### config.mk
export PLATFORM = sky130hd
export DESIGN_NAME = insertable_vector_store
export DESIGN_NICKNAME = d
export VERILOG_FILES = /design/src/rtl/ivs_pkg.sv /design/src/rtl/ivs_ctrl.sv /design/src/rtl/ivs_dpath.sv /design/src/rtl/insertable_vector_store.sv
export VERILOG_INCLUDE_DIRS = /design/src /design/src/rtl
export SDC_FILE = /design/constraint.sdc
export NUM_CORES = 2
export LEC_CHECK = 0
export CAP_MARGIN = 20
export CORE_ASPECT_RATIO = 1.75
export CORE_MARGIN = 3
export CORE_UTILIZATION = 55
export DETAILED_ROUTE_END_ITERATION = 16
export DONT_BUFFER_PORTS = 1
export PLACE_DENSITY = 0.73
export SYNTH_ARGS = -nofsm -noshare
export SYNTH_HDL_FRONTEND = slang
export SYNTH_SLANG_ARGS = --single-unit
### constraint.sdc
create_clock -name clock -period 5.7 [get_ports clock]
set_input_delay 0.855 -clock clock [delete_from_list [all_inputs] [get_ports clock]]
set_output_delay 0.855 -clock clock [all_outputs]
set_load 0.005 [all_outputs]
### src/rtl/insertable_vector_store_macros.svh
// ----------------------------------------------------------------------------
// Insertable vector store assertion macros
// Shared concurrent assertion forms, clocked on clock and disabled in reset.
// ----------------------------------------------------------------------------
`ifndef INSERTABLE_VECTOR_STORE_MACROS_SVH
`define INSERTABLE_VECTOR_STORE_MACROS_SVH

// Same-cycle implication.
`define IVS_ASSERT_NOW(lbl, ante, cons, msg) \
   lbl: assert property (@(posedge clock) disable iff (reset) (ante) |-> (cons)) \
      else $error(msg);

// Next-cycle implication.
`define IVS_ASSERT_NEXT(lbl, ante, cons, msg) \
   lbl: assert property (@(posedge clock) disable iff (reset) (ante) |=> (cons)) \
      else $error(msg);

`endif

### src/rtl/ivs_pkg.sv
// ----------------------------------------------------------------------------
// Insertable vector store package
// Field widths, operation and status codes, and controller/datapath structs.
// ----------------------------------------------------------------------------
`timescale 1ns / 1ps
`default_nettype none

package ivs_pkg;

   // Payload field widths.
   localparam int OP_W     = 3;
   localparam int INDEX_W  = 6;
   localparam int DATA_W   = 32;
   localparam int STATUS_W = 2;
   localparam int COUNT_W  = 6;

   // Operation codes.
   localparam logic [OP_W-1:0] OP_PUSH   = 3'd0;
   localparam logic [OP_W-1:0] OP_INSERT = 3'd1;
   localparam logic [OP_W-1:0] OP_POP    = 3'd2;
   localparam logic [OP_W-1:0] OP_CLEAR  = 3'd3;
   localparam logic [OP_W-1:0] OP_GET    = 3'd4;
   localparam logic [OP_W-1:0] OP_DUMP   = 3'd5;

   // Result status codes.
   localparam logic [STATUS_W-1:0] ST_OK    = 2'd0;
   localparam logic [STATUS_W-1:0] ST_RANGE = 2'd1;
   localparam logic [STATUS_W-1:0] ST_FULL  = 2'd2;

   // Commands from the controller to the datapath.
   typedef struct packed {
      logic exec;   // Execute the request accepted in this cycle.
      logic step;   // Load the next element of a running dump.
   } ivs_cmd_type;

   // Status from the datapath to the controller.
   typedef struct packed {
      logic more;   // The result being loaded is not the final one.
   } ivs_sts_type;

endpackage

`default_nettype wire

### src/rtl/ivs_ctrl.sv
// ----------------------------------------------------------------------------
// Insertable vector store controller
// Tracks whether a single result or a dump stream is pending and issues the
// execute and step commands to the datapath.
// ----------------------------------------------------------------------------
`timescale 1ns / 1ps
`default_nettype none

module ivs_ctrl (
   input  wire logic                 clock,
   input  wire logic                 reset,
   input  wire logic                 req_valid,
   output logic                      req_ready,
   output logic                      rsp_valid,
   input  wire logic                 rsp_ready,
   output ivs_pkg::ivs_cmd_type      cmd,
   input  wire ivs_pkg::ivs_sts_type sts
);
   import ivs_pkg::*;

   typedef enum logic [1:0] {
      S_IDLE,
      S_SINGLE,
      S_STREAM
   } state_type;

   state_type state_ff;
   state_type state_in;

   // A new request may enter when nothing is pending or the pending final
   // result leaves in this cycle.
   always_comb begin
      req_ready = (state_ff == S_IDLE) || ((state_ff == S_SINGLE) && rsp_ready);
      rsp_valid = (state_ff != S_IDLE);
      cmd.exec  = req_valid && req_ready;
      cmd.step  = (state_ff == S_STREAM) && rsp_ready;
   end

   // Next state selection.
   always_comb begin
      state_in = state_ff;
      unique case (state_ff)
         S_IDLE: begin
            if (cmd.exec) begin
               state_in = sts.more ? S_STREAM : S_SINGLE;
            end
         end
         S_SINGLE: begin
            if (cmd.exec) begin
               state_in = sts.more ? S_STREAM : S_SINGLE;
            end else if (rsp_ready) begin
               state_in = S_IDLE;
            end
         end
         S_STREAM: begin
            if (cmd.step) begin
               state_in = sts.more ? S_STREAM : S_SINGLE;
            end
         end
         default: begin
            state_in = S_IDLE;
         end
      endcase
   end

   // State register.
   always_ff @(posedge clock) begin
      if (reset) begin
         state_ff <= S_IDLE;
      end else begin
         state_ff <= state_in;
      end
   end

endmodule

`default_nettype wire

### src/rtl/ivs_dpath.sv
// ----------------------------------------------------------------------------
// Insertable vector store datapath
// Row of storage cells that shift up in parallel on insert, element count,
// dump pointer, one read mux and the result register.
// ----------------------------------------------------------------------------
`timescale 1ns / 1ps
`default_nettype none

module ivs_dpath #(
   parameter int CAPACITY = 32
) (
   input  wire logic                                clock,
   input  wire logic                                reset,
   input  wire ivs_pkg::ivs_cmd_type                cmd,
   output ivs_pkg::ivs_sts_type                     sts,
   input  wire logic [ivs_pkg::OP_W-1:0]            req_op,
   input  wire logic [ivs_pkg::INDEX_W-1:0]         req_index,
   input  wire logic signed [ivs_pkg::DATA_W-1:0]   req_value,
   output logic [ivs_pkg::STATUS_W-1:0]             rsp_status,
   output logic signed [ivs_pkg::DATA_W-1:0]        rsp_data,
   output logic [ivs_pkg::COUNT_W-1:0]              rsp_count,
   output logic                                     rsp_last,
   output logic                                     rsp_empty_res
);
   import ivs_pkg::*;

   localparam int AW    = (CAPACITY > 1) ? $clog2(CAPACITY) : 1;
   localparam int FW    = $clog2(CAPACITY + 1);
   localparam int CMP_W = (FW > INDEX_W) ? FW : INDEX_W;

   logic signed [DATA_W-1:0] cell_ff [CAPACITY];
   logic [FW-1:0]            fill_ff;
   logic [FW-1:0]            fill_in;
   logic [FW-1:0]            ptr_ff;
   logic [FW-1:0]            ptr_in;
   logic [FW-1:0]            ptr_nxt;
   logic [CMP_W-1:0]         idx_ext;
   logic [CMP_W-1:0]         fill_ext;
   logic [CMP_W-1:0]         wr_pos;
   logic                     wr_ok;
   logic                     full;
   logic [AW-1:0]            rd_addr;
   logic signed [DATA_W-1:0] rd_data;
   logic                     load;
   logic [STATUS_W-1:0]      status_in;
   logic signed [DATA_W-1:0] data_in;
   logic                     empty_in;

   assign idx_ext  = CMP_W'(req_index);
   assign fill_ext = CMP_W'(fill_ff);
   assign full     = (fill_ff == FW'(CAPACITY));
   assign ptr_nxt  = ptr_ff + FW'(1);

   // Single read port: dump pointer while streaming, slot zero for the
   // first dump element, otherwise the requested index.
   always_comb begin
      if (cmd.step) begin
         rd_addr = ptr_ff[AW-1:0];
      end else if (req_op == OP_DUMP) begin
         rd_addr = '0;
      end else begin
         rd_addr = AW'(req_index);
      end
   end

   assign rd_data = cell_ff[rd_addr];

   // Operation decode and next values of count, pointer and result.
   always_comb begin
      wr_ok     = 1'b0;
      wr_pos    = fill_ext;
      fill_in   = fill_ff;
      ptr_in    = ptr_ff;
      load      = 1'b0;
      status_in = ST_OK;
      data_in   = '0;
      empty_in  = 1'b0;
      sts.more  = 1'b0;
      if (cmd.exec) begin
         load = 1'b1;
         unique case (req_op)
            OP_PUSH: begin
               if (full) begin
                  status_in = ST_FULL;
               end else begin
                  wr_ok   = 1'b1;
                  fill_in = fill_ff + FW'(1);
               end
            end
            OP_INSERT: begin
               if (idx_ext > fill_ext) begin
                  status_in = ST_RANGE;
               end else if (full) begin
                  status_in = ST_FULL;
               end else begin
                  wr_ok   = 1'b1;
                  wr_pos  = idx_ext;
                  fill_in = fill_ff + FW'(1);
               end
            end
            OP_POP: begin
               if (fill_ff != '0) begin
                  fill_in = fill_ff - FW'(1);
               end
            end
            OP_CLEAR: begin
               fill_in = '0;
            end
            OP_GET: begin
               if (idx_ext >= fill_ext) begin
                  status_in = ST_RANGE;
               end else begin
                  data_in = rd_data;
               end
            end
            OP_DUMP: begin
               if (fill_ff == '0) begin
                  empty_in = 1'b1;
               end else begin
                  data_in  = rd_data;
                  ptr_in   = FW'(1);
                  sts.more = (fill_ff > FW'(1));
               end
            end
            default: begin
               status_in = ST_OK;
            end
         endcase
      end else if (cmd.step) begin
         load     = 1'b1;
         data_in  = rd_data;
         ptr_in   = ptr_nxt;
         sts.more = (ptr_nxt < fill_ff);
      end
   end

   // Storage cells: the written slot takes the new word and every slot above
   // it takes its lower neighbor, so an insert shifts the row in parallel.
   for (genvar i = 0; i < CAPACITY; i++) begin : g_cell
      if (i == 0) begin : g_base
         always_ff @(posedge clock) begin
            if (wr_ok && (wr_pos == CMP_W'(i))) begin
               cell_ff[i] <= req_value;
            end
         end
      end else begin : g_upper
         always_ff @(posedge clock) begin
            if (wr_ok) begin
               if (wr_pos == CMP_W'(i)) begin
                  cell_ff[i] <= req_value;
               end else if (wr_pos < CMP_W'(i)) begin
                  cell_ff[i] <= cell_ff[i-1];
               end
            end
         end
      end
   end

   // Element count and dump pointer.
   always_ff @(posedge clock) begin
      if (reset) begin
         fill_ff <= '0;
         ptr_ff  <= '0;
      end else begin
         fill_ff <= fill_in;
         ptr_ff  <= ptr_in;
      end
   end

   // Result register.
   always_ff @(posedge clock) begin
      if (load) begin
         rsp_status    <= status_in;
         rsp_data      <= data_in;
         rsp_count     <= COUNT_W'(fill_in);
         rsp_last      <= !sts.more;
         rsp_empty_res <= empty_in;
      end
   end

endmodule

`default_nettype wire

### src/rtl/insertable_vector_store.sv
// A result is presented in the cycle after its request is accepted.
// Push, insert, pop, clear and get are accepted one per cycle when the result
// side keeps up; a dump of n elements streams n results, one per cycle while
// rsp_ready is high, and holds off new requests until its final result is taken.
// Reset clears the element count and control; the storage cells are not
// cleared and no clearing pass runs, so requests are taken right after reset.
`timescale 1ns / 1ps
`default_nettype none
`include "insertable_vector_store_macros.svh"

// ----------------------------------------------------------------------------
// Insertable vector store
// Bounded ordered store of signed words with push, insert, pop, clear, get
// and dump, built as a controller and a shifting-cell datapath.
// ----------------------------------------------------------------------------
module insertable_vector_store #(
   parameter int CAPACITY = 32
) (
   input  wire logic                               clock,
   input  wire logic                               reset,
   input  wire logic                               req_valid,
   output logic                                    req_ready,
   input  wire logic [ivs_pkg::OP_W-1:0]           req_op,
   input  wire logic [ivs_pkg::INDEX_W-1:0]        req_index,
   input  wire logic signed [ivs_pkg::DATA_W-1:0]  req_value,
   output logic                                    rsp_valid,
   input  wire logic                               rsp_ready,
   output logic [ivs_pkg::STATUS_W-1:0]            rsp_status,
   output logic signed [ivs_pkg::DATA_W-1:0]       rsp_data,
   output logic [ivs_pkg::COUNT_W-1:0]             rsp_count,
   output logic                                    rsp_last,
   output logic                                    rsp_empty_res
);
   import ivs_pkg::*;

   ivs_cmd_type cmd;
   ivs_sts_type sts;

   // Sequencing of requests and results.
   ivs_ctrl u_ctrl (
      .clock     (clock),
      .reset     (reset),
      .req_valid (req_valid),
      .req_ready (req_ready),
      .rsp_valid (rsp_valid),
      .rsp_ready (rsp_ready),
      .cmd       (cmd),
      .sts       (sts)
   );

   // Storage, count and result register.
   ivs_dpath #(
      .CAPACITY (CAPACITY)
   ) u_dpath (
      .clock         (clock),
      .reset         (reset),
      .cmd           (cmd),
      .sts           (sts),
      .req_op        (req_op),
      .req_index     (req_index),
      .req_value     (req_value),
      .rsp_status    (rsp_status),
      .rsp_data      (rsp_data),
      .rsp_count     (rsp_count),
      .rsp_last      (rsp_last),
      .rsp_empty_res (rsp_empty_res)
   );

   // A request transfer never overwrites a result that is still waiting.
   `IVS_ASSERT_NOW(a_no_overwrite, req_valid && req_ready,
      !rsp_valid || rsp_ready, "result overwritten")

   // An empty dump result is final and reports a zero count.
   `IVS_ASSERT_NOW(a_empty_final, rsp_valid && rsp_empty_res,
      rsp_last && (rsp_count == '0), "bad empty dump result")

   // A non-final dump result is followed by another result.
   `IVS_ASSERT_NEXT(a_stream_cont, rsp_valid && rsp_ready && !rsp_last,
      rsp_valid, "dump stream broken")

   // The reported count never exceeds the capacity.
   `IVS_ASSERT_NOW(a_count_cap, rsp_valid, rsp_count <= CAPACITY, "count above capacity")

endmodule

`default_nettype wire
Word-level counts from Yosys, hierarchy flattened

Memories as Yosys holds them, arrays and structs flattened.
Index checks and enable logic that the tools add are counted.

RAM bits: 1024
Word-level logic and storage cells: 429
Input port bits: 45
Memories: 1
Register bits after elaboration: 56
Output and inout bits: 44

Memory list:

| memory          | words | width | rd ports | clocked after Yosys merged registers in | wr ports | line            | text |
|---|---|---|---|---|---|---|---|
| u_dpath.cell_ff | 32    | 32    | 32       | 0                                       | 32       | ivs_dpath.sv:31 | `logic signed [DATA_W-1:0] cell_ff [CAPACITY];` |

Add/subtract/negate cells: 3
Equal/unequal tests: 44
$lt $le $gt $ge: 35
Reduce and logical (&&, ||, !) cells: 16
Multiplexer cells: 291
Bitwise gates (word level): 31

Operators with widths:

| operator              | number |
|---|---|
| $mux W32              | 35 |
| $mux W1               | 230 |
| $eq A6 B5 Y1 const B  | 16 |
| $lt A6 B5 Y1 const B  | 16 |
| $mux W6               | 12 |
| $pmux W32 S2          | 1 |
| $eq A6 B4 Y1 const B  | 8 |
| $lt A6 B4 Y1 const B  | 8 |
| $or A1 B1 Y1          | 31 |
| $eq A6 B3 Y1 const B  | 4 |
| $lt A6 B3 Y1 const B  | 4 |
| $pmux W6 S4           | 1 |
| $mux W2               | 7 |
| $add A6 B1 Y6 const B | 2 |
| $eq A6 B2 Y1 const B  | 2 |
| $logic_not A6 Y1      | 2 |
| $lt A6 B2 Y1 const B  | 2 |
| $pmux W2 S3           | 2 |
| $mux W5               | 2 |
| $eq A3 B2 Y1 const B  | 2 |
| $eq A3 B3 Y1 const B  | 2 |
| $eq A6 B1 Y1 const B  | 1 |
| $eq A6 B6 Y1 const B  | 1 |
| $ge A6 B6 Y1          | 1 |
| other kinds (21)      | 28 |

Longest topological paths before layout

Depth in word-level cells: 11
Depth in mapped cells: 13
Mapped depth without buffers: 10

Hierarchy

A second synthesis with hierarchy kept.

Cell total of the unflattened synthesis: 4539
Area total of the unflattened synthesis: 56053.8 µm²

By module, submodules not included:

| module    | times used | area an instance (µm²) | cells an instance | sequential area each (µm²) |
|---|---|---|---|---|
| ivs_dpath | 1          | 55918.6                | 4523              | 32250.9 |
| ivs_ctrl  | 1          | 135.1                  | 16                | 40.0 |

Least setup slack after synthesis

OpenSTA, ideal clock, no wires.

Path type: input port to flip-flop
Start point: in rsp_ready
End point: reg u_dpath.rsp_data[12] (netlist bit), data pin
Path buffers: 1
Data required time: 5537 ps
Slack: 17 ps
Setup time: 163 ps
Cell stages on the path: 8
Data arrival time: 5520 ps
Cells stage by stage: nor2b_1 -> o21ai_0 -> o2111ai_1 -> a221o_1 -> a21oi_1 -> clkbuf_1 -> o21ai_0 -> o2111ai_1

Cells in the longest elaborated chain, start to end: 6

RTL lines:

| element                     | line                               | text |
|---|---|---|
| start, declared             | insertable_vector_store.sv:27      | `input wire logic rsp_ready,` |
| $logic_and A1 B1 Y1         | ivs_ctrl.sv:36                     | `cmd.step = (state_ff == S_STREAM) && rsp_ready;` |
| $mux W5                     | ivs_dpath.sv:57                    | `if (cmd.step) begin` |
| $mem_v2 Z32 W32             | n/a                                |  |
| $mux W32 (on tied branches) | ivs_dpath.sv:117, ivs_dpath.sv:110 |  |
| $pmux W32 S2                | ivs_dpath.sv:81                    | `unique case (req_op)` |
| $mux W32 *                  | ivs_dpath.sv:79                    | `if (cmd.exec) begin` |
| net u_dpath.data_in[12]     | ivs_dpath.sv:46                    | `logic signed [DATA_W-1:0] data_in;` |
| end signal, assigned        | ivs_dpath.sv:174                   | `rsp_data <= data_in;` |
| end, declared               | ivs_dpath.sv:20                    | `output logic signed [ivs_pkg::DATA_W-1:0] rsp_data,` |

Mark *: on every way through the listed nets, which the timed path passes. The rest lies on a longest branch.
A chain may end at the register's enable or synchronous reset.

==> results.md <==
- Status: finished clean
- Antenna fix cells: 0
- Congestion Overflow GR: 0
- Post-DR wirelength/cell: 32.7 um
- Cts hold-fix bufs: 0
- WP data arrival: 5310 ps
- Die width: 245 um
- Area share of xor/xnor cells in the synthesized design: 0.0800%
- First-pass GRT wire length: 236000 um
- Complex-gate fraction of the synthesized area: 5.95%
- RSZ-0062 raised after global routing: no
- Worst path max stage delay: 800 ps
- H-tree depth: 3
- Headroom to the max-slew limit: 19.7%
- Synth Warn #: 0
- Setup Fix Bufs, Post-CTS: 0
- CP max stage cell: o31ai_4
- CP max FO: 16
- Worst EP required: 6160 ps
- Worst hold endpoint: u_dpath.ptr_ff[5]$_SDFFE_PP0P_
- TritonCTS Sinks: 1080
- FF+latch area: 0.0323 mm^2
- Layout fillers: 7464
- Die area: 0.104 mm^2
- Largest net degree at the start of global routing: 88
- Critical Path Start Type: register
- #FFs+latches synth: 1080
- Final Wtd Congestion: 0.898
- Worst slew pin tran: 1210 ps
- WHS Path Cells: 1
- Final clock skew: 25.1 ps
- Final std cells w/o fill: 4943
- Cell mode on critical path: mux2_2
- DPL Wire Length: 100000 um
- Initial DRC count: 3202
- Syn Area/Cell: 15.0 um^2
- Area of the multi-input gates: 0.0213 mm^2
- Final Critical Period: 4850 ps
- Core ar.: 0.0985 mm^2
- Mux share of post-synthesis cell area: 30.2%
- Cts bufs inserted: 99
- DRT antenna net count: 0
- Crit share post-route: 85.1%
- Global-route usage over all layers: 31.0%
- Setup TNS: 0 ps
- Total Power: 17.4 mW
- Post-Syn Nets: 3716
- Max cap viols: 0
- Share of cells above drive strength 1: 35.2%
- CTS tree: built
- Clock latency on the worst-skew pair: 720 ps
- Flop2flop setup slack: 850 ps
- Yosys cell types: 72
- Worst R2R Path Depth: 11
- Most used flip-flop cell after synthesis: edfxtp_1
- Floorplan row count: 152
- Largest family of logic cells by synthesized area: multiplexers
- Via density: 6.82
- Post-Route WL: 162000 um
- Starting density of the core: 55.6%
- Leakage power: 20.9 nW
- Syn Inst Count: 3656
- Top Ports: 89
- Layout net count: 3616
- Antenna violations before repair: 3
- DRC Markers: 0
- CP endpoint kind: register
- Max Root-Sink Buffers: 3
- Clk pin slew, worst setup/hold paths: 70 ps
- Cells after DPL: 4763
- CP Cell Sequence: inv_1, ha_1, and4_1, o21ai_1, a32o_1, nand3_2, mux2_2, o31ai_4, buf_8, buf_4, mux2_2
- Vias: 33700
- Post-cts sizing count: 0
- Vias in the first global route: 35000
- DR pass1 iterations: 5
- R2R Path Start: u_dpath.fill_ext[4]$_SDFF_PP0_
- Root Buffer: clkbuf_16
- Simple-gate share of the synthesized area: 1.69%
- Final Hold Violating Endpoints: 0
- Critical path type: register to register
- Class of the worst hold path: primary input to register
- Die Height: 423 um
- Worst setup startpoint: u_dpath.fill_ext[4]$_SDFF_PP0_
- Reg2reg end: u_dpath.cell_ff[31][4]$_DFFE_PP_
- Max frequency: 206 MHz
- Final setup vio count: 0
- Pwr per Cell Area: 290 mW/mm^2
- Area growth syn-to-layout: 9.64%
- Register area share after synthesis: 59.0%
- Hold Startpoint: reset
- Synthesized area: 0.0548 mm^2
- Adder-Cell Fraction of Synth Area: 0.343%
- Worst vdd ir: 294 uV
- Slew Limit Fails: 0
- Post-synth EDFFs: 1066
- Port Buffers: 0
- Async set-reset flop share out of synthesis: 0%
logic make-up after synthesis:
logic type	Yosys count
adders and majority gates	15
and+or+nand+nor	187
muxes	1515
DFF	1080
buffers and inverters	360
xor gates and xnor gates	5
AOI/OAI and AO/OA	494
metrics by stage:
stage	utilization (%)	hold slack (ps)	setup WS (ps)	instance area [um^2]
5_1_grt	60.9	191	684	60000
6_report	60.9	207	848	60000
2_1_floorplan	-	460	16.8	54800
3_3_place_gp	57.6	465	482	56800
4_1_cts	60.9	169	873	60000
3_5_place_dp	57.7	485	806	56800
critical path: cells and delay by family, from the launching register on:
family | cells | cell delay [ps]
AOI/OAI and AO/OA | 3 | 1440
buffers and inverters | 3 | 670
muxes | 2 | 860
adders and majority gates | 1 | 330
and+or+nand+nor | 2 | 580
DFF | 1 | 680
registers in the layout, summed over array words and instances, names as in the netlist:
signal and flops:
u_dpath.rsp_status 2, u_dpath.rsp_data 32, u_dpath.cell_ff 1024, u_ctrl.state_ff 2
u_dpath.rsp_empty_res 1, u_dpath.rsp_last 1, u_dpath.fill_ext 6, u_dpath.rsp_count 6
u_dpath.ptr_ff 6
how the worst max path moves through the flow:
stage | to | depth (start not counted)
after detailed placement | u_dpath.cell_ff[31][22]$_DFFE_PP_ | 10
after global routing | u_dpath.cell_ff[31][4]$_DFFE_PP_ | 11
after CTS | u_dpath.cell_ff[31][4]$_DFFE_PP_ | 11
final | u_dpath.cell_ff[31][4]$_DFFE_PP_ | 11
after floorplan | u_dpath.rsp_data[12]$_DFFE_PP_ | 8
after global placement | u_dpath.cell_ff[30][28]$_DFFE_PP_ | 8
layer usage:
layer	vias to the layer above	part of all wire [%]	wire length, um	global-route usage [%]
li1	14300	-	-	-
met1	17500	36	57700	36.5
met2	1529	51	82800	54.0
met3	391	7.7	12500	5.63
met4	0	5.5	8820	16.0
met5	-	0	0	0
where the power goes:
| part | switching [mW] | internal [mW] | leakage [nW] | total, mW |
|---|---|---|---|---|
| Sequential | 0.0983 | 8.97 | 9.83 | 9.07 |
| Combinational | 0.854 | 0.717 | 9.54 | 1.57 |
| Clock | 3.05 | 3.75 | 1.58 | 6.80 |
| Total | 4.00 | 13.4 | 20.9 | 17.4 |
area by class of cell:
| class | instances | area share (%) |
|---|---|---|
| sequential | 1080 | 53.8 |
| multi-input combinational | 2216 | 35.5 |
| clock buffer | 120 | 4.40 |
| tap | 1309 | 2.73 |
| timing repair buffer | 137 | 2.51 |
| clock inverter | 59 | 0.961 |
| inverter | 22 | 0.138 |
placed cells by master (no fill, tap or decap), drive strengths merged, types with 8 or more instances in the layout:
cell,n
inv,24
clkbuf,120
o22ai,255
buf,137
ha,15
nor2,63
clkinv,44
a21oi,23
nand2,45
o211ai,33
nand3,15
nor3,13
o21ai,93
mux2,998
and2,9
mux2i,517
a31oi,8
a21boi,12
edfxtp,1066
nand4,8
o2111ai,33
bufinv,10
dfxtp,14
synth_stat cells (3+ instances only):
cell type | number | area, um^2
a21boi_2 | 8 | 90.1
a21oi_1 | 23 | 115
a221o_1 | 3 | 30.0
a31oi_1 | 8 | 50.1
and2_1 | 9 | 56.3
and3_1 | 3 | 18.8
buf_1 | 29 | 109
buf_2 | 81 | 405
buf_4 | 3 | 22.5
buf_6 | 9 | 101
clkbuf_1 | 216 | 811
dfxtp_1 | 14 | 280
edfxtp_1 | 1066 | 32000
ha_1 | 15 | 188
inv_1 | 22 | 82.6
mux2_1 | 60 | 676
mux2_2 | 909 | 10200
mux2_4 | 29 | 435
mux2i_1 | 517 | 5170
nand2_1 | 45 | 169
nand2b_1 | 7 | 43.8
nand3_1 | 13 | 65.1
nand4_1 | 8 | 50.1
nor2_1 | 62 | 233
nor2b_1 | 4 | 25.0
nor3_1 | 12 | 60.1
nor3b_1 | 5 | 37.5
nor4_1 | 3 | 18.8
o2111ai_1 | 33 | 289
o211ai_1 | 32 | 240
o21a_1 | 4 | 30.0
o21ai_0 | 83 | 415
o21ai_1 | 10 | 50.1
o22ai_1 | 255 | 1600
o31ai_1 | 3 | 22.5
xnor2_1 | 4 | 35.0
Power figures use the tool's default switching activity.
